==> src/rtl/ctfg_pkg.sv <==
package ctfg_pkg;

  // Field and register widths.
  localparam int SIDES_W = 6;
  localparam int SLOTS_W = 11;
  localparam int SLOT_W  = 10;
  localparam int POS_W   = 32;
  localparam int RAD_W   = 31;
  localparam int RGBA_W  = 32;
  localparam int VNUM_W  = 16;
  localparam int IDX_W   = 18;
  localparam int ANG_W   = 32;
  localparam int QUO_W   = 31;
  localparam int CW      = 34;
  localparam int TRIG_W  = 16;
  localparam int PROD_W  = RAD_W + 1 + TRIG_W;
  localparam int ADDR_W  = 3;
  localparam int DATA_W  = 32;

  // Register limits and reset values.
  localparam logic [SIDES_W-1:0] MIN_SIDES = 6'd3;
  localparam logic [SIDES_W-1:0] MAX_SIDES = 6'd62;
  localparam logic [SIDES_W-1:0] RST_SIDES = 6'd16;
  localparam logic [SLOTS_W-1:0] MAX_SLOTS = 11'd1024;
  localparam logic [SLOTS_W-1:0] RST_SLOTS = 11'd1024;

  // Register index codes (paddr bit 2).
  localparam logic REG_SIDES = 1'b0;
  localparam logic REG_SLOTS = 1'b1;

  // Angles are radians in Q4.28.
  localparam logic signed [ANG_W-1:0] TWO_PI_Q28  = 32'sd1686629713;
  localparam logic signed [ANG_W-1:0] PI_Q28      = 32'sd843314857;
  localparam logic signed [ANG_W-1:0] HALF_PI_Q28 = 32'sd421657428;

  // Angle step for the reset side count: 2*pi / 16 as quotient and remainder.
  localparam logic [QUO_W-1:0]   RST_STEP_Q = 31'd105414357;
  localparam logic [SIDES_W-1:0] RST_STEP_R = 6'd1;

  // Rotation constants.
  localparam int CORDIC_STEPS = 20;
  localparam logic signed [CW-1:0] CORDIC_GAIN_Q30 = 34'sd652032874;
  localparam logic signed [ANG_W-1:0] ATAN_Q28 [CORDIC_STEPS] = '{
    32'sd210828714, 32'sd124459457, 32'sd65760959, 32'sd33381290, 32'sd16755422,
    32'sd8385879,   32'sd4193963,   32'sd2097109,  32'sd1048571,  32'sd524287,
    32'sd262144,    32'sd131072,    32'sd65536,    32'sd32768,    32'sd16384,
    32'sd8192,      32'sd4096,      32'sd2048,     32'sd1024,     32'sd512
  };

  localparam logic signed [TRIG_W-1:0] TRIG_MAX = 16'sd32767;
  localparam logic signed [TRIG_W-1:0] TRIG_MIN = -16'sd32768;

  // Per-vertex data that travels beside the angle through the pipeline.
  typedef struct packed {
    logic              center;
    logic              last;
    logic              has_tri;
    logic [VNUM_W-1:0] vnum;
    logic [IDX_W-1:0]  index;
    logic [VNUM_W-1:0] tri_first;
    logic [VNUM_W-1:0] tri_second;
    logic [VNUM_W-1:0] tri_third;
    logic [POS_W-1:0]  cx;
    logic [POS_W-1:0]  cy;
    logic [RAD_W-1:0]  radius;
    logic [RGBA_W-1:0] rgba;
  } vtx_ctl_t;

  // Angle step from the divider to the sequencer.
  typedef struct packed {
    logic               busy;
    logic [QUO_W-1:0]   q;
    logic [SIDES_W-1:0] r;
  } step_t;

endpackage

==> src/rtl/ctfg_place.sv <==
module ctfg_place (
  input  logic                               clk,
  input  logic                               rst_n,
  output logic                               adv,
  input  logic                               in_vld,
  input  ctfg_pkg::vtx_ctl_t                 in_ctl,
  input  logic signed [ctfg_pkg::TRIG_W-1:0] in_sin,
  input  logic signed [ctfg_pkg::TRIG_W-1:0] in_cos,
  output logic                               out_valid,
  input  logic                               out_stall,
  output ctfg_pkg::vtx_ctl_t                 out_ctl,
  output logic signed [ctfg_pkg::POS_W-1:0]  out_pos_x,
  output logic signed [ctfg_pkg::POS_W-1:0]  out_pos_y
);
  import ctfg_pkg::*;

  logic                     p_vld_r;
  vtx_ctl_t                 p_ctl_r;
  logic signed [PROD_W-1:0] prod_x_r, prod_y_r;
  logic signed [PROD_W-1:0] prod_x_nxt, prod_y_nxt;
  logic signed [PROD_W-1:0] off_x, off_y;
  logic [POS_W-1:0]         pos_x_nxt, pos_y_nxt;

  logic                     valid_r;
  vtx_ctl_t                 ctl_r;
  logic [POS_W-1:0]         pos_x_r, pos_y_r;

  // The whole pipeline moves unless a finished vertex is held by the consumer.
  assign adv = !valid_r || !out_stall;

  // Radius times sine and cosine, Q17.31.
  always_comb begin
    prod_x_nxt = signed'({1'b0, in_ctl.radius}) * in_sin;
    prod_y_nxt = signed'({1'b0, in_ctl.radius}) * in_cos;
  end

  // Round to Q16.16 and add to the center, wrapping.
  always_comb begin
    off_x     = (prod_x_r + PROD_W'(16384)) >>> 15;
    off_y     = (prod_y_r + PROD_W'(16384)) >>> 15;
    pos_x_nxt = p_ctl_r.center ? p_ctl_r.cx : p_ctl_r.cx + off_x[POS_W-1:0];
    pos_y_nxt = p_ctl_r.center ? p_ctl_r.cy : p_ctl_r.cy + off_y[POS_W-1:0];
  end

  always_ff @(posedge clk) begin
    if (!rst_n) begin
      p_vld_r <= 1'b0;
      valid_r <= 1'b0;
    end else if (adv) begin
      p_vld_r <= in_vld;
      valid_r <= p_vld_r;
    end
  end

  always_ff @(posedge clk) begin
    if (adv) begin
      p_ctl_r  <= in_ctl;
      prod_x_r <= prod_x_nxt;
      prod_y_r <= prod_y_nxt;
      ctl_r    <= p_ctl_r;
      pos_x_r  <= pos_x_nxt;
      pos_y_r  <= pos_y_nxt;
    end
  end

  assign out_valid = valid_r;
  assign out_ctl   = ctl_r;
  assign out_pos_x = signed'(pos_x_r);
  assign out_pos_y = signed'(pos_y_r);

endmodule
==> config.mk <==
export PLATFORM = sky130hd
export DESIGN_NAME = ctfg_place
export DESIGN_NICKNAME = d
export VERILOG_FILES = /design/src/rtl/ctfg_pkg.sv /design/src/rtl/ctfg_place.sv
export SDC_FILE = /design/constraint.sdc
export NUM_CORES = 2
export LEC_CHECK = 0
export ABC_AREA = 1
export BUFFER_PORTS_ARGS = -buffer_cell sky130_fd_sc_hd__buf_2
export CORE_ASPECT_RATIO = 0.8
export CORE_UTILIZATION = 60
export CTS_CLUSTER_SIZE = 10
export DETAILED_ROUTE_END_ITERATION = 16
export PLACE_DENSITY_LB_ADDON = 0.05
export SETUP_SLACK_MARGIN = 0.1
export SYNTH_ARGS = -nofsm -noshare
export SYNTH_HDL_FRONTEND = slang
export SYNTH_SLANG_ARGS = --single-unit
==> constraint.sdc <==
create_clock -name clk -period 18.1 [get_ports clk]
set_input_delay 2.715 -clock clk [delete_from_list [all_inputs] [get_ports clk]]
set_output_delay 2.715 -clock clk [all_outputs]
set_load 0.1 [all_outputs]
Yosys cells after proc, flatten, opt, wreduce, memory -nomap -nowiden --
Index checks and enable logic that the tools add are counted.
Storage, ports and cells: flip-flop bits (word level) 584, input bits 248, logic and storage cells 41
Operators by class: add/sub/neg operators 4, multipliers 2, muxes and demuxes 2, reductions and logical operators 3
Operators with widths (count):
- adder 47 x 16 -> 47 bit, second input constant | 2
- multiplier 32 x 16 -> 47 bit | 2
- adder 32 bit | 2
- 2-to-1 mux 32 bit | 2
- logical NOT 1 bit | 2
- logical OR 1 bit | 1

Logic depth before layout (Yosys ltp) --
word-level depth 3, gate-level depth with buffers 27, depth with buffers taken out 25

Worst setup path after synthesis --
Ideal clock, no wire load.
path kind in2out, start point in out_stall, end point out adv, data arrival time 14.921 ns, data required time 15.385 ns, slack 0.464 ns, stages on the path 1, buffers on the path 0, cell sequence nand2_1
Between the ends: longest elaborated chain between the ends 2
Ends and longest elaborated chain:
- from (decl) | line ctfg_place.sv:10 | input logic out_stall,
- logical NOT 1 bit | line ctfg_place.sv:29 | assign adv = !valid_r || !out_stall;
- logical OR 1 bit | line ctfg_place.sv:29
- to (decl) | line ctfg_place.sv:4 | output logic adv,
No other way between the ends.

Final worst setup path --
start point in in_cos[15] (netlist bit), end point reg prod_y_r[40] (data pin)
Between the ends: longest elaborated chain between the ends 1
Ends and longest elaborated chain:
- from (decl) | line ctfg_place.sv:8 | input logic signed [ctfg_pkg::TRIG_W-1:0] in_cos,
- multiplier 32 x 16 -> 47 bit | line ctfg_place.sv:34 | prod_y_nxt = signed'({1'b0, in_ctl.radius}) * in_cos;
- via prod_y_nxt[40] | line ctfg_place.sv:20 | logic signed [PROD_W-1:0] prod_x_nxt, prod_y_nxt;
- to (signal assigned) | line ctfg_place.sv:59 | prod_y_r <= prod_y_nxt;
- to (decl) | line ctfg_place.sv:19 | logic signed [PROD_W-1:0] prod_x_r, prod_y_r;
The timed path passes the listed nets, and every way through them passes these cells. A chain may end at the register's enable or synchronous reset.

==> flow_summary_export.csv <==
group,metric,value,unit
floorplan,dieArea,96600,µm²
flow_run,max_cap_viol_count,0,
yosys,synth_warnings,0,
min_path,whs_path_depth,0,
sta,slew_violations,0,
sta,worstMarginPinSlew,1160,ps
final_layout,fin_nets,8327,
run_status,outcome,"finished clean",
critical_path,crit_chain,"buf_2 > clkinv_1 > nor2_1 > fa_1 > fa_1 > fa_1 > fa_1 > fa_1 > inv_1 > fa_1 > inv_1 > ha_1 > nand2_1 > nor2_1 > nand2_1 > inv_1 > nand3_1 > o21ai_0 > nand2_1 > nand3_1 > nand2_1",
global_route,grt_max_degree,159,
yosys,yosysTopAreaCellShare,0.291,
critical_path,path_max_fanout,25,
sta,setup_slack,9470,ps
clock_tree,cts.htree.levels,3,
critical_path,rr_endpoint,"out_pos_x[26]",
place,hpwlAfterDp,129000,µm
place,pre_cts_slack,8880,ps
critical_path,reg2reg_setup_slack,14470,ps
global_route,grt.overflow.total,0,
clock_tree,numCtsBuffers,67,
drt,wire_per_inst,20.3,µm
yosys,synth_ff_type,"edfxtp_1",
critical_path,crit_arrival,9040,ps
drt,first_iter_violations,3463,
critical_path,worst_setup_path_end_kind,"register",
final_layout,layout_commonest_cell,"nand2_1",
global_route,antenna_found_initial,13,
place,place_congestion,0.984,
clock_tree,cts_sinks,556,
final_layout,area_delta_synth_final,9.54,%
drt,drt.antenna.violating_nets,0,
floorplan,die_w,347,µm
global_route,globalRouteTotalUtil,0.351,
clock_tree,clock_tree.buffer_depth,3,
critical_path,critical_path_class,"primary input to register",
yosys,synth_edf_count,554,
sta,finalCriticalPeriod,8630,ps
critical_path,rr_worst_depth,19,
min_path,holdPathEnd,"out_ctl[38]",
final_layout,drive_gt1_frac,0.0988,
min_path,min_path_type,"register to register",
clock_tree,clk_latency,670,ps
critical_path,crit_slowest_cell,"clkinv_1",
floorplan,dieHeight,278,µm
global_route,grt_pass1_vias,44453,
clock_tree,postCtsSetupBuffers,0,
clock_tree,ctsResizeCount,0,
min_path,hp-start,"p_ctl_r[38]",
sta,finalClockSkew,47.6,ps
drt,drtPass1Iterations,8,
sta,period_share,0.477,
critical_path,crit_family,"adder cells",
clock_tree,cts_hold_buf,0,
clock_tree,cts_tree,"done",
sta,hold_violations,0,
floorplan,coreArea,93700,µm²
sta,tns,0,ps
clock_tree,path_clk_slew,80,ps
yosys,synth_cell_types,44,
global_route,grt_pass1_wl,257000,µm
critical_path,r2r-start,"prod_x_r[14]",
critical_path,crit_top_cell,"fa_1",
drt,viasPerCell,5.39,
drt,wl,165000,µm
yosys,syn_avg_cell_area,8.78,µm²
yosys,synth_area,57200,µm²
yosys,ys_seq_area_frac,0.292,
yosys,ys_top_cells_by_area,"edfxtp_1, fa_1, nand2_1",
floorplan,ios,526,
sta,max_freq,116,MHz
sta,fin_hold_ws,407,ps
critical_path,slowest_delay,810,ps
drt,vias,43992,
yosys,syn-instance-count,6510,
sta,setup_viol,0,
sta,rsz0062_at_grt,"no",
critical_path,worstPathRequired,18510,ps
floorplan,start_util,0.610,
yosys,synth-seq-cells,556,
yosys,synth_top_cell_by_area,"edfxtp_1",
place,io_buffer_count,525,
drt,drc,0,
yosys,postSynth.asyncResetShare,0,
clock_tree,cts_root_buf,"clkbuf_16",
final_layout,final_cell_mix,"nand2_1, inv_1, fa_1, edfxtp_1, buf_2",
yosys,syn_nets,7918,
critical_path,cp-start-kind,"primary input",
sta,relSlewSlack,0.228,
critical_path,cp.buffers_inverters,5,
floorplan,rows,100,
==> worst max-delay path by stage <==
stage,slack [ps],end,cells past startpoint,from
2_1_floorplan,460,adv,1,out_stall
3_3_place_gp,9010,prod_y_r[40],21,in_cos[15]
3_5_place_dp,8880,prod_y_r[40],21,in_cos[15]
4_1_cts,9540,prod_y_r[40],21,in_cos[15]
5_1_grt,9120,prod_y_r[40],21,in_cos[15]
6_report,9470,prod_y_r[40],21,in_cos[15]
==> registers in the layout, indices dropped and copies added, names as in the netlist <==
name,cells
p_vld_r,1
p_ctl_r,212
out_pos_x,32
prod_y_r,33
prod_x_r,33
out_pos_y,32
out_valid,1
out_ctl,212
==> through the flow <==
step	cells	instance area, µm²	util
after detailed placement	8074	60700	0.648
after floorplan	6510	57200	-
final	8166	62600	0.668
after global routing	8162	62600	0.668
after CTS	8160	62600	0.668
after global placement	8074	60700	0.648
==> area by class of cell <==
type	count	area [µm²]
inverters	1687	6330
fillers	7778	31100
repair buffers	543	2780
well taps	1224	1530
flip-flops and latches	556	16700
clock inverters	13	171
multi-input cells	4064	33400
clock buffers	73	1720
diodes	6	15.0
==> cells in the mapped netlist (2+ instances only) <==
library cell  instances
xor2_1               70
a31oi_1               2
o21ai_0             118
xnor2_1              35
ha_1                352
a21boi_0              7
nor2_1              340
o211ai_1              5
o21a_1               21
clkbuf_1            188
inv_2                 6
nand3b_1             17
nor3_1               47
nand3_1             161
inv_1              1679
buf_2                 2
a21oi_1             218
nand4_1              49
or2_2                26
nand3_2              10
nand2_2               3
and2_1                5
nand2_1            1716
nor2_2                4
nor3_4                3
o21bai_1             17
nor4_1                4
nor2_4                4
dfxtp_1               2
fa_1                808
buf_1                13
o21ai_1               5
a21o_1                9
edfxtp_1            554
==> layer usage <==
layer,global-route usage,vias to the layer above,part of all wire
li1,-,20259,-
met1,0.511,21314,0.44
met2,0.525,2163,0.43
met3,0.0916,244,0.11
met4,0.0858,12,0.023
met5,0,-,0.00040
==> cells by family (layout without fill, tap and decap cells) <==
family / Yosys count / in the layout / share of synthesized area
AO/OA/AOI/OAI: 402 / 402 / 0.0378
adder cells (fa/ha/maj): 1160 / 1160 / 0.360
buffers and inverters: 1890 / 2316 / 0.124
other: 0 / 6 / 0
AND/OR/NAND/NOR: 2397 / 2397 / 0.171
XOR/XNOR: 105 / 105 / 0.0161
flip-flops: 556 / 556 / 0.292
Power is not shown: default switching activity piles up to over one toggle a cycle in this logic, so the estimate is an artifact.
