`src/rtl/ctfg_pkg.sv`:
```
package ctfg_pkg;

  // Field and register widths.
  localparam int SIDES_W = 6;
  localparam int SLOTS_W = 11;
  localparam int SLOT_W  = 10;
  localparam int POS_W   = 32;
  localparam int RAD_W   = 31;
  localparam int RGBA_W  = 32;
  localparam int VNUM_W  = 16;
  localparam int IDX_W   = 18;
  localparam int ANG_W   = 32;
  localparam int QUO_W   = 31;
  localparam int CW      = 34;
  localparam int TRIG_W  = 16;
  localparam int PROD_W  = RAD_W + 1 + TRIG_W;
  localparam int ADDR_W  = 3;
  localparam int DATA_W  = 32;

  // Register limits and reset values.
  localparam logic [SIDES_W-1:0] MIN_SIDES = 6'd3;
  localparam logic [SIDES_W-1:0] MAX_SIDES = 6'd62;
  localparam logic [SIDES_W-1:0] RST_SIDES = 6'd16;
  localparam logic [SLOTS_W-1:0] MAX_SLOTS = 11'd1024;
  localparam logic [SLOTS_W-1:0] RST_SLOTS = 11'd1024;

  // Register index codes (paddr bit 2).
  localparam logic REG_SIDES = 1'b0;
  localparam logic REG_SLOTS = 1'b1;

  // Angles are radians in Q4.28.
  localparam logic signed [ANG_W-1:0] TWO_PI_Q28  = 32'sd1686629713;
  localparam logic signed [ANG_W-1:0] PI_Q28      = 32'sd843314857;
  localparam logic signed [ANG_W-1:0] HALF_PI_Q28 = 32'sd421657428;

  // Angle step for the reset side count: 2*pi / 16 as quotient and remainder.
  localparam logic [QUO_W-1:0]   RST_STEP_Q = 31'd105414357;
  localparam logic [SIDES_W-1:0] RST_STEP_R = 6'd1;

  // Rotation constants.
  localparam int CORDIC_STEPS = 20;
  localparam logic signed [CW-1:0] CORDIC_GAIN_Q30 = 34'sd652032874;
  localparam logic signed [ANG_W-1:0] ATAN_Q28 [CORDIC_STEPS] = '{
    32'sd210828714, 32'sd124459457, 32'sd65760959, 32'sd33381290, 32'sd16755422,
    32'sd8385879,   32'sd4193963,   32'sd2097109,  32'sd1048571,  32'sd524287,
    32'sd262144,    32'sd131072,    32'sd65536,    32'sd32768,    32'sd16384,
    32'sd8192,      32'sd4096,      32'sd2048,     32'sd1024,     32'sd512
  };

  localparam logic signed [TRIG_W-1:0] TRIG_MAX = 16'sd32767;
  localparam logic signed [TRIG_W-1:0] TRIG_MIN = -16'sd32768;

  // Per-vertex data that travels beside the angle through the pipeline.
  typedef struct packed {
    logic              center;
    logic              last;
    logic              has_tri;
    logic [VNUM_W-1:0] vnum;
    logic [IDX_W-1:0]  index;
    logic [VNUM_W-1:0] tri_first;
    logic [VNUM_W-1:0] tri_second;
    logic [VNUM_W-1:0] tri_third;
    logic [POS_W-1:0]  cx;
    logic [POS_W-1:0]  cy;
    logic [RAD_W-1:0]  radius;
    logic [RGBA_W-1:0] rgba;
  } vtx_ctl_t;

  // Angle step from the divider to the sequencer.
  typedef struct packed {
    logic               busy;
    logic [QUO_W-1:0]   q;
    logic [SIDES_W-1:0] r;
  } step_t;

endpackage

```
`src/rtl/ctfg_div.sv`:
```
module ctfg_div (
  input  logic                        clk,
  input  logic                        rst_n,
  input  logic                        start,
  input  logic [ctfg_pkg::SIDES_W-1:0] divisor,
  output ctfg_pkg::step_t             step
);
  import ctfg_pkg::*;

  localparam logic [QUO_W-1:0] DIVIDEND = TWO_PI_Q28[QUO_W-1:0];
  localparam int CNT_W = $clog2(QUO_W);

  logic               busy_r, busy_nxt;
  logic [CNT_W-1:0]   cnt_r, cnt_nxt;
  logic [SIDES_W-1:0] rem_r, rem_nxt;
  logic [QUO_W-1:0]   quo_r, quo_nxt;
  logic [SIDES_W-1:0] div_r, div_nxt;
  logic [SIDES_W:0]   trial;
  logic [SIDES_W:0]   diff;
  logic               ge;

  // One quotient bit per cycle, restoring division of 2*pi by the side count.
  always_comb begin
    trial    = {rem_r, DIVIDEND[cnt_r]};
    diff     = trial - {1'b0, div_r};
    ge       = trial >= {1'b0, div_r};
    busy_nxt = busy_r;
    cnt_nxt  = cnt_r;
    rem_nxt  = rem_r;
    quo_nxt  = quo_r;
    div_nxt  = div_r;
    if (start) begin
      busy_nxt = 1'b1;
      cnt_nxt  = CNT_W'(QUO_W - 1);
      rem_nxt  = '0;
      quo_nxt  = '0;
      div_nxt  = divisor;
    end else if (busy_r) begin
      quo_nxt = {quo_r[QUO_W-2:0], ge};
      rem_nxt = ge ? diff[SIDES_W-1:0] : trial[SIDES_W-1:0];
      cnt_nxt = cnt_r - CNT_W'(1);
      if (cnt_r == '0) begin
        busy_nxt = 1'b0;
      end
    end
  end

  always_ff @(posedge clk) begin
    if (!rst_n) begin
      busy_r <= 1'b0;
      cnt_r  <= '0;
      rem_r  <= RST_STEP_R;
      quo_r  <= RST_STEP_Q;
      div_r  <= RST_SIDES;
    end else begin
      busy_r <= busy_nxt;
      cnt_r  <= cnt_nxt;
      rem_r  <= rem_nxt;
      quo_r  <= quo_nxt;
      div_r  <= div_nxt;
    end
  end

  assign step.busy = busy_r;
  assign step.q    = quo_r;
  assign step.r    = rem_r;

endmodule

```
`config.mk`:
```
export PLATFORM = sky130hd
export DESIGN_NAME = ctfg_div
export DESIGN_NICKNAME = d
export VERILOG_FILES = /design/src/rtl/ctfg_pkg.sv /design/src/rtl/ctfg_div.sv
export SDC_FILE = /design/constraint.sdc
export NUM_CORES = 1
export LEC_CHECK = 0
export BUFFER_PORTS_ARGS = -buffer_cell sky130_fd_sc_hd__buf_2
export CAP_MARGIN = 20
export CORE_ASPECT_RATIO = 1.25
export CORE_MARGIN = 2
export CORE_UTILIZATION = 48
export DETAILED_ROUTE_END_ITERATION = 8
export PLACE_DENSITY = 0.74
export SYNTH_ARGS = -nofsm -noshare
export SYNTH_HDL_FRONTEND = slang
export SYNTH_SLANG_ARGS = --single-unit
```
`constraint.sdc`:
```
create_clock -name clk -period 2.6 [get_ports clk]
set_input_delay 0.26 -clock clk [delete_from_list [all_inputs] [get_ports clk]]
set_output_delay 0.26 -clock clk [all_outputs]
set_load 0.02 [all_outputs]
```
## Word-level counts from Yosys, hierarchy flattened

Memory sizes are Yosys's and may differ from the RTL's.
Index checks and enable logic that the tools add are counted.

- Bits in latches: 0
- Flip-flop bits (word level): 49
- Logic and storage cells: 28
- Memory bits (writable): 0
- Memories: 1
- Memory bits (read-only): 32
- Output and inout port bits: 38

- Reduce and logical (&&, ||, !) cells: 3
- Magnitude comparators: 2
- Muxes and demuxes: 11
- Div/mod/pow operators: 0
- Shift operators: 0
- Bitwise logic cells: 1
- Add/sub/neg operators: 2
- $mul: 0
- Equal/unequal tests: 0

Memory list:

| memory | depth | width | read ports | clocked after Yosys merged registers in | write ports | RTL line | text |
|---|---|---|---|---|---|---|---|
| (name not given) | 32 | 1 | 1 | 0 | 0 | ctfg_div.sv:24 | `trial = {rem_r, DIVIDEND[cnt_r]};` |

Operator list:

| kind | number |
|---|---|
| 27-bit two-way mux | 2 |
| 5-bit two-way mux | 2 |
| 7-bit by 6-bit >= comparator with 1-bit output | 1 |
| 5-bit by 6-bit less-than comparator with 1-bit output, second input constant | 1 |
| 1-bit two-way mux | 6 |
| 6-bit two-way mux | 1 |
| 6-bit subtractor | 1 |
| 5-bit zero test | 1 |
| 5-bit by 1-bit subtractor with 5-bit output, second input constant | 1 |
| 2-bit nonzero test | 1 |
| 2-bit OR reduction | 1 |
| 1-bit NOT | 1 |

## Logic depth before layout (Yosys ltp)

- Depth after elaboration: 6
- Mapped depth: 11
- Gate-level depth less buffers: 11

## Least setup slack after synthesis

OpenSTA, ideal clock, no wires.

- Kind: flip-flop to flip-flop
- Start point: register cnt_r[0]
- End point: register rem_r[0]
- Path slack: -31 ps
- Path buffers: 1
- Setup time: 73 ps
- Required time: 2,527 ps
- Data arrival time: 2,558 ps
- Period minus slack after synthesis: 2,631 ps
- Stages on the path, launching flop included: 12
- Path through: dfxtp_1 > inv_1 > ha_1 > mux4_2 > mux2i_1 > ha_1 > nor2b_1 > o21ai_0 > a41o_1 > buf_6 > mux2_4 > o211ai_2

- Word-level cells in the longest chain between the ends: 6
- Elaborated cells on any way between the ends: 7

RTL lines:

| what | RTL line | text |
|---|---|---|
| from (decl) | ctfg_div.sv:14 | `logic [CNT_W-1:0] cnt_r, cnt_nxt;` |
| from (signal assigned) | ctfg_div.sv:57 | `cnt_r <= cnt_nxt;` |
| memory 32 x 1 bit (*) | -- |  |
| 1-bit two-way mux (implied by the code) (*) | ctfg_div.sv:24 |  |
| 6-bit subtractor or 7-bit by 6-bit >= comparator with 1-bit output (tied branches) | ctfg_div.sv:25, ctfg_div.sv:26 |  |
| 6-bit two-way mux (*) | ctfg_div.sv:40 | `rem_nxt = ge ? diff[SIDES_W-1:0] : trial[SIDES_W-1:0];` |
| 1-bit two-way mux (*) | ctfg_div.sv:38 | `end else if (busy_r) begin` |
| 1-bit two-way mux (*) | ctfg_div.sv:32 | `if (start) begin` |
| to (signal assigned) | ctfg_div.sv:58 | `rem_r <= rem_nxt;` |
| to (decl) | ctfg_div.sv:15 | `logic [SIDES_W-1:0] rem_r, rem_nxt;` |

Mark *: on every way between the ends. The rest lies on a longest branch, timed or not. The select of a mux whose other input is x is not followed.
A chain may end at the register's enable or synchronous reset.

## Worst setup path in the final report

- Start point: register cnt_r[0]
- End point: register rem_r[4]

- Word-level cells in the longest chain between the ends: 4
- Elaborated cells on any way between the ends: 5

RTL lines:

| what | RTL line |
|---|---|
| memory 32 x 1 bit (*) | -- |
| 1-bit two-way mux (implied by the code) (*) | ctfg_div.sv:24 |
| 6-bit subtractor or 7-bit by 6-bit >= comparator with 1-bit output (tied branches) | ctfg_div.sv:25, ctfg_div.sv:26 |
| 6-bit two-way mux (*) | ctfg_div.sv:40 |

Marks and branches as above.

==> qor.json <==
{
  "grt_first_pass_wirelength": {"value": 7150, "unit": "um"},
  "io_buffer_count": {"value": 46},
  "tritoncts": {"value": "yes"},
  "syn_avg_cell_area": {"value": 9.95, "unit": "um2"},
  "final.setup_skew": {"value": 0.00649, "unit": "ns"},
  "largest_net_degree_at_the_start_of_global_routing": {"value": 32},
  "worstSetupStartpointType": {"value": "flip-flop"},
  "syn_inst": {"value": 223},
  "tns": {"value": 0, "unit": "ns"},
  "htree_num_levels": {"value": 2},
  "fillers": {"value": 410},
  "total_number_of_vias": {"value": 1719},
  "largest_area_contributor_in_the_netlist": {"value": "dfxtp_1"},
  "design.die.area": {"value": 5180, "unit": "um2"},
  "max_freq": {"value": 403, "unit": "MHz"},
  "multiInputGateArea": {"value": 1140, "unit": "um2"},
  "core-area": {"value": 4430, "unit": "um2"},
  "initial_antenna_violation_count": {"value": 0},
  "post_synthesis_net_count": {"value": 242},
  "holdWs": {"value": 0.172, "unit": "ns"},
  "synthArstFlopShare": {"value": 0, "unit": "%"},
  "die_x_extent": {"value": 64.8, "unit": "um"},
  "die-height": {"value": 80.0, "unit": "um"},
  "synth_flop_cell": {"value": "dfxtp_1"},
  "run_status": {"value": "complete, no violations"},
  "crit_path_max_fanout": {"value": 7},
  "power-per-cell-area": {"value": 643, "unit": "nW/um2"},
  "static-leakage-power": {"value": 1.20, "unit": "nW"},
  "post-route-period-util": {"value": 95.3, "unit": "%"},
  "post_synth_num_cell_types": {"value": 35},
  "cts.hold.buffers_added": {"value": 0},
  "setup_violations": {"value": 0},
  "avgViaCountPerCell": {"value": 5.24},
  "remaining_drc_errors": {"value": 0},
  "synth_area": {"value": 2220, "unit": "um2"},
  "timing.hold.worst.class": {"value": "primary input to flip-flop"},
  "sequential_area": {"value": 990, "unit": "um2"},
  "worst_pin_slew": {"value": 0.589, "unit": "ns"},
  "n_antenna_cell": {"value": 0},
  "finalCriticalPeriod": {"value": 2.48, "unit": "ns"},
  "slew_headroom": {"value": 60.8, "unit": "%"},
  "core.rowCount": {"value": 27},
  "crit_type": {"value": "flip-flop to flip-flop"},
  "drtAntennaViolNets": {"value": 0},
  "firstDrtPassIters": {"value": 4},
  "seq_area_frac_synth": {"value": 44.2, "unit": "%"},
  "initial_core_util": {"value": 50.1, "unit": "%"},
  "syn2layout_area_growth": {"value": 20.1, "unit": "%"},
  "grt_usage": {"value": 17.7, "unit": "%"},
  "vdd_drop_max": {"value": 409, "unit": "uV"},
  "yosysWarnings": {"value": 0},
  "globalRouteOverflowTotal": {"value": 0},
  "grt_pass1_vias": {"value": 1628},
  "worstRegToRegCells": {"value": 11},
  "count_of_final_max_slew_check_failures": {"value": 0},
  "synthDominantCellAreaShare": {"value": 44.2, "unit": "%"},
  "netlist_top_cells_area": {"value": "dfxtp_1 (44%), mux2i_1 (18%), ha_1 (5.1%), o21ai_0 (4.7%), nor2_1 (3.6%)"},
  "clk_pin_slew_worst_paths": {"value": 0.09, "unit": "ns"},
  "synth_enable_flop_cells": {"value": 0},
  "design.final.nets": {"value": 288},
  "drv.max_cap_violation_count": {"value": 0},
  "finalHoldViolations": {"value": 0},
  "wire_per_inst": {"value": 13.6, "unit": "um"},
  "synth_seq_cells": {"value": 49},
  "required": {"value": 2.76, "unit": "ns"},
  "arrival": {"value": 2.64, "unit": "ns"},
  "numCtsBuffers": {"value": 5},
  "hold_depth": {"value": 3},
  "placed_wire_length_estimate_after_detailed_placement": {"value": 3000, "unit": "um"},
  "routed_wl": {"value": 4460, "unit": "um"},
  "clk_path_buf_depth": {"value": 2},
  "drive_gt1_share": {"value": 28.5, "unit": "%"},
  "worstSkewPairLatency": {"value": 0.30, "unit": "ns"},
  "io-pin-count": {"value": 47},
  "clock_tree.root_cell": {"value": "clkbuf_8"},
  "drt_iter0_markers": {"value": 51},
  "power.total": {"value": 0.00171, "unit": "W"},
  "clkSinkCount": {"value": 49},
  "kind_of_capture_point_of_the_worst_setup_path": {"value": "flip-flop"},
  "gp_congestion": {"value": 0.809},
  "grt_setup_unrepaired": {"value": "yes"}
}
[path summary, 6_finish.rpt]
| path | start | to | slack (ns) |
|---|---|---|---|
| setup / recovery | cnt_r[0]$_SDFFE_PP0P_ | rem_r[4]$_SDFFE_PP0P_ | 0.12 |
| hold / removal | divisor[4] | div_r[4]$_SDFFE_PN1P_ | 0.17 |
| setup reg to reg | cnt_r[0]$_SDFFE_PP0P_ | rem_r[4]$_SDFFE_PP0P_ | 0.12 |
| hold reg to reg | div_r[4]$_SDFFE_PN1P_ | div_r[4]$_SDFFE_PN1P_ | 0.50 |
[flip-flops by register name, summed over array words and instances (netlist names)]
| name | flops |
|---|---|
| busy_r | 1 |
| cnt_r | 5 |
| div_r | 6 |
| quo_r | 31 |
| rem_r | 6 |
[cells in the mapped netlist, types with 4 or more instances]
library cell,number
dfxtp_1,49
a21oi_1,7
o21a_1,4
xnor2_1,4
mux2i_1,40
nor2b_1,8
nand3_1,4
ha_1,9
nand2_1,4
o21ai_0,21
xor2_1,4
inv_1,10
nor2_1,21
clkbuf_1,11
[layer usage]
layer / vias to the layer above / share of wire [%] / GRT usage [%]
li1: 851 / - / -
met1: 822 / 44 / 20.9
met2: 41 / 50 / 30.2
met3: 5 / 5.1 / 5.22
met4: 0 / 1.1 / 5.96
met5: - / 0 / 0
[through the flow]
stage	utilization, %	worst slack [ns]	instance area, um2	std cells
2_1_floorplan	-	0.0450	2220	223
6_report	60.2	0.122	2670	328
4_1_cts	58.8	0.0336	2600	323
3_5_place_dp	56.1	-0.0430	2480	315
5_1_grt	60.2	-0.0187	2670	328
3_3_place_gp	56.1	0.0443	2480	315
[cell families after synthesis]
logic type               count (synthesis)  synth area share (%)
AO/OA/AOI/OAI                           42                  11.7
multiplexers                            42                  19.7
buffers and inverters                   27                  5.19
AND/OR/NAND/NOR                         45                  9.98
XOR/XNOR                                 8                  3.16
flip-flops                              49                  44.2
adder cells (fa/ha/maj)                 10                  5.98
[cells in the final DEF, fill, tap and decap left out, drive strengths merged]
cell    netlist  layout
nand3         4       4
fa            1       1
inv          10      11
nor2b         8       8
a21o          1       1
ha            9       9
mux4          1       1
or3           1       1
nand3b        2       2
a31oi         1       1
dfxtp        49      49
mux2          1       1
nor4b         1       1
o21ba         1       1
a21oi         7       7
mux2i        40      40
a41o          1       1
xor2          4       4
nand4b        1       1
bufinv        0       1
nand2b        3       3
a211o         1       1
o221ai        1       1
buf           6      56
clkbuf       11       5
o32a          1       1
xnor2         4       4
o21ai        21      21
nand2         4       4
nor2         21      21
o211ai        3       3
o21a          4       4
clkinv        0       1
[worst max-delay path, stage by stage, from the launching register on]
cell and delay [ns]:
dfxtp_4 0.40, inv_4 0.05, ha_4 0.15, mux4_2 0.45, mux2i_2 0.19, ha_1 0.27
nor2b_1 0.11, o21ai_1 0.06, a41o_1 0.28, buf_6 0.16, mux2i_1 0.13, a21oi_1 0.09
[area by class of cell]
cell class	count	share of cell area, %
clock inverter	3	1.64
inverter	10	1.50
timing repair buffer	56	11.6
clock buffer	5	2.58
tap	58	2.72
multi-input combinational	147	42.8
sequential	49	37.1
[report_power, final]
group | leakage [nW] | switching [W] | total (W) | internal (W)
Clock | 0.0585 | 0.000261 | 0.000549 | 0.000289
Sequential | 0.406 | 0.0000470 | 0.000840 | 0.000793
Combinational | 0.731 | 0.000170 | 0.000324 | 0.000154
Total | 1.20 | 0.000477 | 0.00171 | 0.00124
[timing repair]
item / CTS / global route
setup buffers: 0 / 5
gates resized for setup: 2 / 10
pin swaps: 1 / 6
endpoints found under the setup margin: 4 / 5
(Power assumes the default switching activity.)
