### config.mk
export PLATFORM = sky130hd
export DESIGN_NAME = ctfg_seq
export DESIGN_NICKNAME = d
export VERILOG_FILES = /design/src/rtl/ctfg_pkg.sv /design/src/rtl/ctfg_seq.sv
export SDC_FILE = /design/constraint.sdc
export NUM_CORES = 1
export LEC_CHECK = 0
export BUFFER_PORTS_ARGS = -buffer_cell sky130_fd_sc_hd__buf_2
export CAP_MARGIN = 20
export CELL_PAD_IN_SITES_DETAIL_PLACEMENT = 1
export CELL_PAD_IN_SITES_GLOBAL_PLACEMENT = 2
export CORE_MARGIN = 2
export CORE_UTILIZATION = 40
export CTS_CLUSTER_SIZE = 10
export DETAILED_ROUTE_END_ITERATION = 6
export PLACE_DENSITY_LB_ADDON = 0.1
export SYNTH_ARGS = -nofsm -noshare
export SYNTH_HDL_FRONTEND = slang
export SYNTH_SLANG_ARGS = --single-unit
export TNS_END_PERCENT = 10
### constraint.sdc
create_clock -name clk -period 15.71 [get_ports clk]
set_clock_uncertainty 0.15 [all_clocks]
set_input_delay 1.571 -clock clk [delete_from_list [all_inputs] [get_ports clk]]
set_output_delay 1.571 -clock clk [all_outputs]
set_load 0.02 [all_outputs]
### src/rtl/ctfg_pkg.sv
package ctfg_pkg;

  // Field and register widths.
  localparam int SIDES_W = 6;
  localparam int SLOTS_W = 11;
  localparam int SLOT_W  = 10;
  localparam int POS_W   = 32;
  localparam int RAD_W   = 31;
  localparam int RGBA_W  = 32;
  localparam int VNUM_W  = 16;
  localparam int IDX_W   = 18;
  localparam int ANG_W   = 32;
  localparam int QUO_W   = 31;
  localparam int CW      = 34;
  localparam int TRIG_W  = 16;
  localparam int PROD_W  = RAD_W + 1 + TRIG_W;
  localparam int ADDR_W  = 3;
  localparam int DATA_W  = 32;

  // Register limits and reset values.
  localparam logic [SIDES_W-1:0] MIN_SIDES = 6'd3;
  localparam logic [SIDES_W-1:0] MAX_SIDES = 6'd62;
  localparam logic [SIDES_W-1:0] RST_SIDES = 6'd16;
  localparam logic [SLOTS_W-1:0] MAX_SLOTS = 11'd1024;
  localparam logic [SLOTS_W-1:0] RST_SLOTS = 11'd1024;

  // Register index codes (paddr bit 2).
  localparam logic REG_SIDES = 1'b0;
  localparam logic REG_SLOTS = 1'b1;

  // Angles are radians in Q4.28.
  localparam logic signed [ANG_W-1:0] TWO_PI_Q28  = 32'sd1686629713;
  localparam logic signed [ANG_W-1:0] PI_Q28      = 32'sd843314857;
  localparam logic signed [ANG_W-1:0] HALF_PI_Q28 = 32'sd421657428;

  // Angle step for the reset side count: 2*pi / 16 as quotient and remainder.
  localparam logic [QUO_W-1:0]   RST_STEP_Q = 31'd105414357;
  localparam logic [SIDES_W-1:0] RST_STEP_R = 6'd1;

  // Rotation constants.
  localparam int CORDIC_STEPS = 20;
  localparam logic signed [CW-1:0] CORDIC_GAIN_Q30 = 34'sd652032874;
  localparam logic signed [ANG_W-1:0] ATAN_Q28 [CORDIC_STEPS] = '{
    32'sd210828714, 32'sd124459457, 32'sd65760959, 32'sd33381290, 32'sd16755422,
    32'sd8385879,   32'sd4193963,   32'sd2097109,  32'sd1048571,  32'sd524287,
    32'sd262144,    32'sd131072,    32'sd65536,    32'sd32768,    32'sd16384,
    32'sd8192,      32'sd4096,      32'sd2048,     32'sd1024,     32'sd512
  };

  localparam logic signed [TRIG_W-1:0] TRIG_MAX = 16'sd32767;
  localparam logic signed [TRIG_W-1:0] TRIG_MIN = -16'sd32768;

  // Per-vertex data that travels beside the angle through the pipeline.
  typedef struct packed {
    logic              center;
    logic              last;
    logic              has_tri;
    logic [VNUM_W-1:0] vnum;
    logic [IDX_W-1:0]  index;
    logic [VNUM_W-1:0] tri_first;
    logic [VNUM_W-1:0] tri_second;
    logic [VNUM_W-1:0] tri_third;
    logic [POS_W-1:0]  cx;
    logic [POS_W-1:0]  cy;
    logic [RAD_W-1:0]  radius;
    logic [RGBA_W-1:0] rgba;
  } vtx_ctl_t;

  // Angle step from the divider to the sequencer.
  typedef struct packed {
    logic               busy;
    logic [QUO_W-1:0]   q;
    logic [SIDES_W-1:0] r;
  } step_t;

endpackage

### src/rtl/ctfg_seq.sv
module ctfg_seq (
  input  logic                               clk,
  input  logic                               rst_n,
  input  logic                               adv,
  input  logic [ctfg_pkg::SIDES_W-1:0]       sides,
  input  logic [ctfg_pkg::SLOTS_W-1:0]       slots,
  input  ctfg_pkg::step_t                    step,
  input  logic                               in_valid,
  output logic                               in_stall,
  input  logic [ctfg_pkg::SLOT_W-1:0]        in_circle_slot,
  input  logic signed [ctfg_pkg::POS_W-1:0]  in_center_x,
  input  logic signed [ctfg_pkg::POS_W-1:0]  in_center_y,
  input  logic [ctfg_pkg::RAD_W-1:0]         in_radius,
  input  logic [ctfg_pkg::RGBA_W-1:0]        in_rgba,
  output logic                               vld,
  output ctfg_pkg::vtx_ctl_t                 ctl,
  output logic [ctfg_pkg::ANG_W-1:0]         ang
);
  import ctfg_pkg::*;

  logic               busy_r, busy_nxt;
  logic [SIDES_W-1:0] k_r, k_nxt;
  logic [VNUM_W-1:0]  vbase_r, vbase_nxt;
  logic [VNUM_W-1:0]  vnum_r, vnum_nxt;
  logic [IDX_W-1:0]   idx_r, idx_nxt;
  logic [QUO_W-1:0]   acc_r, acc_nxt;
  logic [SIDES_W-1:0] rem_r, rem_nxt;
  logic [POS_W-1:0]   cx_r, cy_r;
  logic [RAD_W-1:0]   rad_r;
  logic [RGBA_W-1:0]  rgba_r;
  logic               vld_r;
  vtx_ctl_t           ctl_r, ctl_nxt;
  logic [ANG_W-1:0]   ang_r, ang_nxt;

  logic               at_last, center, take, hit, emit, wrap;
  logic [SIDES_W:0]   rsum;
  logic [VNUM_W:0]    vbase_full;
  logic [SIDES_W+1:0] sides3;
  logic [IDX_W-1:0]   ibase;

  // A new circle is taken when idle or on the cycle its predecessor's last vertex issues.
  always_comb begin
    center     = k_r == '0;
    at_last    = busy_r && (k_r == SIDES_W'(sides + SIDES_W'(1)));
    in_stall   = step.busy || !adv || (busy_r && !at_last);
    take       = in_valid && !in_stall;
    hit        = take && ({1'b0, in_circle_slot} < slots);
    emit       = adv && busy_r;
    vbase_full = (VNUM_W + 1)'(in_circle_slot) * (VNUM_W + 1)'({1'b0, sides} + 7'd2);
    sides3     = (SIDES_W + 2)'({2'b00, sides} + {1'b0, sides, 1'b0});
    ibase      = IDX_W'(in_circle_slot) * IDX_W'(sides3);
    rsum       = {1'b0, rem_r} + {1'b0, step.r};
    wrap       = rsum >= {1'b0, sides};
  end

  // Vertex fields for the current offset.
  always_comb begin
    ctl_nxt.center     = center;
    ctl_nxt.last       = at_last;
    ctl_nxt.has_tri    = !center && !at_last;
    ctl_nxt.vnum       = vnum_r;
    ctl_nxt.index      = ctl_nxt.has_tri ? idx_r : '0;
    ctl_nxt.tri_first  = ctl_nxt.has_tri ? vbase_r : '0;
    ctl_nxt.tri_second = ctl_nxt.has_tri ? vnum_r : '0;
    ctl_nxt.tri_third  = ctl_nxt.has_tri ? vnum_r + VNUM_W'(1) : '0;
    ctl_nxt.cx         = cx_r;
    ctl_nxt.cy         = cy_r;
    ctl_nxt.radius     = rad_r;
    ctl_nxt.rgba       = rgba_r;
    ang_nxt            = (center || at_last) ? '0 : {1'b0, acc_r};
  end

  // Counters step once per issued vertex; the angle advances by quotient and remainder.
  always_comb begin
    busy_nxt  = busy_r;
    k_nxt     = k_r;
    vbase_nxt = vbase_r;
    vnum_nxt  = vnum_r;
    idx_nxt   = idx_r;
    acc_nxt   = acc_r;
    rem_nxt   = rem_r;
    if (emit) begin
      k_nxt    = k_r + SIDES_W'(1);
      vnum_nxt = vnum_r + VNUM_W'(1);
      if (!center) begin
        idx_nxt = idx_r + IDX_W'(3);
        acc_nxt = acc_r + step.q + QUO_W'(wrap);
        rem_nxt = wrap ? SIDES_W'(rsum - {1'b0, sides}) : rsum[SIDES_W-1:0];
      end
      if (at_last) begin
        busy_nxt = 1'b0;
      end
    end
    if (hit) begin
      busy_nxt  = 1'b1;
      k_nxt     = '0;
      vbase_nxt = vbase_full[VNUM_W-1:0];
      vnum_nxt  = vbase_full[VNUM_W-1:0];
      idx_nxt   = ibase;
      acc_nxt   = '0;
      rem_nxt   = '0;
    end
  end

  always_ff @(posedge clk) begin
    if (!rst_n) begin
      busy_r <= 1'b0;
      k_r    <= '0;
      vld_r  <= 1'b0;
    end else begin
      busy_r <= busy_nxt;
      k_r    <= k_nxt;
      if (adv) begin
        vld_r <= busy_r;
      end
    end
  end

  always_ff @(posedge clk) begin
    vbase_r <= vbase_nxt;
    vnum_r  <= vnum_nxt;
    idx_r   <= idx_nxt;
    acc_r   <= acc_nxt;
    rem_r   <= rem_nxt;
    if (hit) begin
      cx_r   <= in_center_x;
      cy_r   <= in_center_y;
      rad_r  <= in_radius;
      rgba_r <= in_rgba;
    end
    if (adv) begin
      ctl_r <= ctl_nxt;
      ang_r <= ang_nxt;
    end
  end

  assign vld = vld_r;
  assign ctl = ctl_r;
  assign ang = ang_r;

endmodule

Yosys cells after proc, flatten, opt, wreduce, memory -nomap -nowiden
Index checks and enable logic that the tools add are counted.

Register bits after elaboration: 466. Output and inout port bits: 246. Logic and storage cells: 73.

Add/sub/neg operators: 10. Multiply operators: 2. $lt $le $gt $ge: 2. Eq/ne operators: 2. Multiplexer cells: 9. Bitwise logic cells: 2. Reductions and logical operators: 20.

Operators with widths (count): two-way mux 18 bit (3); two-way mux 16 bit (2); adder 31 x 1 -> 31 bit (1); adder 31 bit (1); adder 18 x 2 -> 18 bit, second input constant (1); multiplier 10 x 8 -> 18 bit (1); adder 16 x 1 -> 16 bit, second input constant (1); multiplier 10 x 7 -> 16 bit (1); adder 6 x 1 -> 6 bit, second input constant (2); less-than comparator 10 x 11 -> 1 bit (1); adder 6 x 7 -> 8 bit (1); adder 6 x 2 -> 7 bit, second input constant (1); adder 6 x 6 -> 7 bit (1); greater-or-equal comparator 7 x 6 -> 1 bit (1); == test 6 bit (1); logical AND 1 bit (6); logical NOT 6 bit (1); two-way mux 6 bit (1); AND reduction 2 bit (3); subtractor 6 bit (1); logical NOT 1 bit (4); nonzero test 2 bit (2); logical OR 1 bit (3); two-way mux 1 bit (3); 3 further kinds (4).

Longest topological paths before layout
Word-level depth: 11. Gate-level depth with buffers: 26.

Worst setup path after synthesis
OpenSTA, ideal clock, no wires.

Path kind: input port to flip-flop. Start: input sides[0] (netlist name). End: register idx_r[17] (data pin). Library setup time: 0.261 ns. Data arrival time: 6.787 ns. Required time: 15.299 ns. Path slack: 8.512 ns. Stages: 22. Buffers on the path: 0. Path through: ha_1 fa_1 a21o_1 a21o_1 a21oi_1 nand2b_1 fa_1 fa_1 inv_1 fa_1 inv_1 fa_1 inv_1 ha_1 o21ai_0 a21oi_1 nor3_1 o21ai_0 a31oi_1 o21ai_0 xnor2_1 a21oi_1.

Word-level cells in the longest chain between the ends: 10. Elaborated cells on any way between the ends: 12.

Ends and longest elaborated chain: start, declared (RTL line ctfg_seq.sv:5) `input logic [ctfg_pkg::SIDES_W-1:0] sides,`; branches (longest 9 deep; another with multiplier 10 x 8 -> 18 bit); two-way mux 18 bit * (RTL line ctfg_seq.sv:94) `if (hit) begin`; named net idx_nxt[17] (RTL line ctfg_seq.sv:25) `logic [IDX_W-1:0] idx_r, idx_nxt;`; end signal, assigned (RTL line ctfg_seq.sv:122) `idx_r <= idx_nxt;`; end, declared (RTL line ctfg_seq.sv:25).

Mark *: on every way through the listed nets, which the timed path passes. A chain may end at the register's enable or synchronous reset.

Worst setup path after layout
Same ends and word-level chain as after synthesis.

==> results.cfg <==
[worst_setup_path]
timing.rr.end = acc_r[28]
crit_arrival_ns = 7.80
worstPathRequired_ns = 15.91
r2r_start = rem_r[0]
crit_type = in2reg
crit_path_start = sides[0]
r2r_cells = 20
regToRegSetupSlack_ns = 9.84
crit_fanout = 15
cp-end-kind = flip-flop
cp-start-kind = primary input

[clock_network]
cts_resized = 0
cts_max_path_buffers = 3
postCtsHoldBufs = 0
clock_latency_ns = 0.63
cts.root.buffer_cell = clkbuf_16
clock-sinks = 465
cts_tree = done
htreeDepth = 2
post-cts-setup-buffers = 0
cts_buffers = 55
path_clk_slew_ns = 0.06

[route]
vias = 15100
first_pass_iters = 4
wl_per_cell_um = 21.2
drc = 0
vias_per_cell = 4.97
routed_wl_um = 64600
postRouteAntennaNets = 0
drtIter0Drc = 671

[sta]
rsz0062_at_grt = false
tns_ns = 0
timing.hold.ws_ns = 0.239
final_max_slew_viol_count = 0
fin_crit_sh_pct = 48.4
layout_min_cycle_time_ns = 7.60
worst_slew_pin_slew_ns = 0.989
setup_slack_ns = 8.11
slew_headroom_pct = 34.1
setup_viol = 0
max_freq_mhz = 132
hold_viol_final = 0

[floorplan]
die_h_um = 244
die-width_um = 244
core-area_um2 = 57400
start_util_pct = 40.2
io_pins = 442
rows = 88
die-area_um2 = 59600

[synth]
synth_area_per_cell_um2 = 12.8
ys_seq_area_share_pct = 58.6
synth.cell_area_um2 = 23100
synth_seq_cells = 465
post_synth_num_cell_types = 74
synth_edf_count = 420
postSynthCellCount = 1803
ys_warn_count = 0
synth_ff_type = edfxtp_1
synthArstFlopShare_pct = 0
syn-num-nets = 2221

[power_and_ir_drop]
p_per_area_nw_per_um2 = 128
p_leak_nw = 11.8
power.total_mw = 3.55
vdd_drop_max_uv = 108

[worst_hold_path]
holdPathStages = 0
worstHoldStart = cy_r[3]
holdPathEnd = ctl[66]
hp-class = reg2reg

[global_route]
first_global_vias = 15900
overflow = 0
antenna_found_initial = 2
grt_max_degree = 124
grt_use_total_pct = 21.3
grt_pass1_wl_um = 97200

[outcome]
status = complete, no violations

[place]
place_area_um2 = 26100
dp_hpwl_um = 49400
port_buffers = 440
dp_cells = 2962
dp_slack_ns = 7.43
gp_congestion = 0.816

[cells_and_area]
nNetsFinal = 2673
drive_above_1_share_pct = 23.8
area_growth_pct = 20.1
post-route-cell-area_um2 = 27700
fin_cells = 3044
final_cell_mix = buf_2 (439), edfxtp_1 (420), nand2_1 (182), inv_1 (159), ha_1 (131)
final_util_pct = 48.3
final_common_cell = buf_2

[run]
drv_cap = 0
[worst max-delay path by stage]
| stage | to | slack [ns] | depth (start not counted) |
|---|---|---|---|
| floorplan | idx_r[17] | 8.51 | 22 |
| global placement | idx_r[17] | 7.61 | 23 |
| detailed placement | idx_r[17] | 7.43 | 23 |
| CTS | idx_r[17] | 8.09 | 23 |
| global route | idx_r[17] | 7.69 | 26 |
| finish | idx_r[17] | 8.11 | 23 |
[where the power goes]
part | total [mW] | internal [mW] | switching, mW
sequential | 1.44 | 1.42 | 0.0182
combinational | 0.964 | 0.385 | 0.579
clock | 1.15 | 0.657 | 0.493
[per-layer routing]
metal	vias to the layer above	routed length (um)	GRT usage, %	share of wire, %
met5	-	0	0	0
met4	0	2030	7.14	3.1
met3	93	4340	5.42	6.7
met2	396	31500	36.5	49
met1	7490	26700	26.3	41
li1	7154	-	-	-
[worst max-delay path: stages]
cell and delay, ns:
buf_2 0.20, ha_1 0.31, fa_1 0.42, a21o_1 0.19, a21o_1 0.19, a21oi_1 0.67, nand2b_1 0.23, fa_1 0.43
fa_1 0.56, inv_1 0.06, fa_1 0.53, inv_1 0.06, fa_1 0.52, inv_1 0.04, ha_1 0.28, o21ai_0 0.15
a21oi_1 0.35, nor3_1 0.08, o21ai_0 0.30, a31oi_1 0.17, o21ai_0 0.23, xnor2_1 0.15, a21oi_1 0.08
[flip-flops by register name (all words and copies together), names as in the netlist, 6 cells and up]
name / flops
acc_r: 31
ang: 31
ctl: 212
cx_r: 32
cy_r: 32
idx_r: 18
k_r: 6
rad_r: 31
rem_r: 6
rgba_r: 32
vbase_r: 16
vnum_r: 16
[synth_stat cells, drive strengths merged, types with 3 or more instances]
| cell | number | area [um^2] |
|---|---|---|
| nor4 | 3 | 25.0 |
| edfxtp | 420 | 12600 |
| nand3 | 30 | 150 |
| a31oi | 10 | 62.6 |
| mux2 | 3 | 33.8 |
| clkbuf | 41 | 155 |
| or3 | 6 | 37.5 |
| buf | 14 | 75.1 |
| nand2b | 13 | 81.3 |
| nor3 | 13 | 70.1 |
| a21o | 33 | 248 |
| o21ai | 50 | 258 |
| nand2 | 183 | 703 |
| dfxtp | 45 | 901 |
| nand4 | 19 | 119 |
| o31ai | 4 | 30.0 |
| nor2b | 25 | 156 |
| xnor2 | 60 | 526 |
| o21bai | 8 | 63.8 |
| a21boi | 3 | 22.5 |
| o21a | 11 | 82.6 |
| a211oi | 7 | 52.6 |
| inv | 161 | 607 |
| xor2 | 43 | 377 |
| and2 | 130 | 813 |
| o21ba | 3 | 30.0 |
| a31o | 3 | 26.3 |
| o211ai | 5 | 37.5 |
| fa | 91 | 1820 |
| a21oi | 96 | 495 |
| nor2 | 89 | 334 |
| ha | 131 | 1640 |
| and3 | 10 | 62.6 |
| or2 | 5 | 31.3 |
| mux2i | 4 | 40.0 |
[kinds of logic (layout without fill, tap and decap cells)]
family	Yosys count	after routing	share of synthesized area (%)
multiplexers	7	7	0.320
buffers and inverters	217	691	3.65
AND/OR/NAND/NOR	534	534	11.5
adder cells (fa/ha/maj)	222	222	15.0
XOR/XNOR	103	103	3.91
AO/OA/AOI/OAI	254	254	7.03
other	1	3	0.0163
flip-flops	465	465	58.6
[final cells by class]
cell class / count / area [um^2]
fill: 6075 / 29700
timing repair buffer: 450 / 2310
clock buffer: 69 / 1440
tap: 765 / 957
clock inverter: 10 / 155
multi-input combinational: 1121 / 8710
sequential: 465 / 13500
inverter: 162 / 613
antenna: 2 / 5.00
Power figures use the tool's default switching activity.
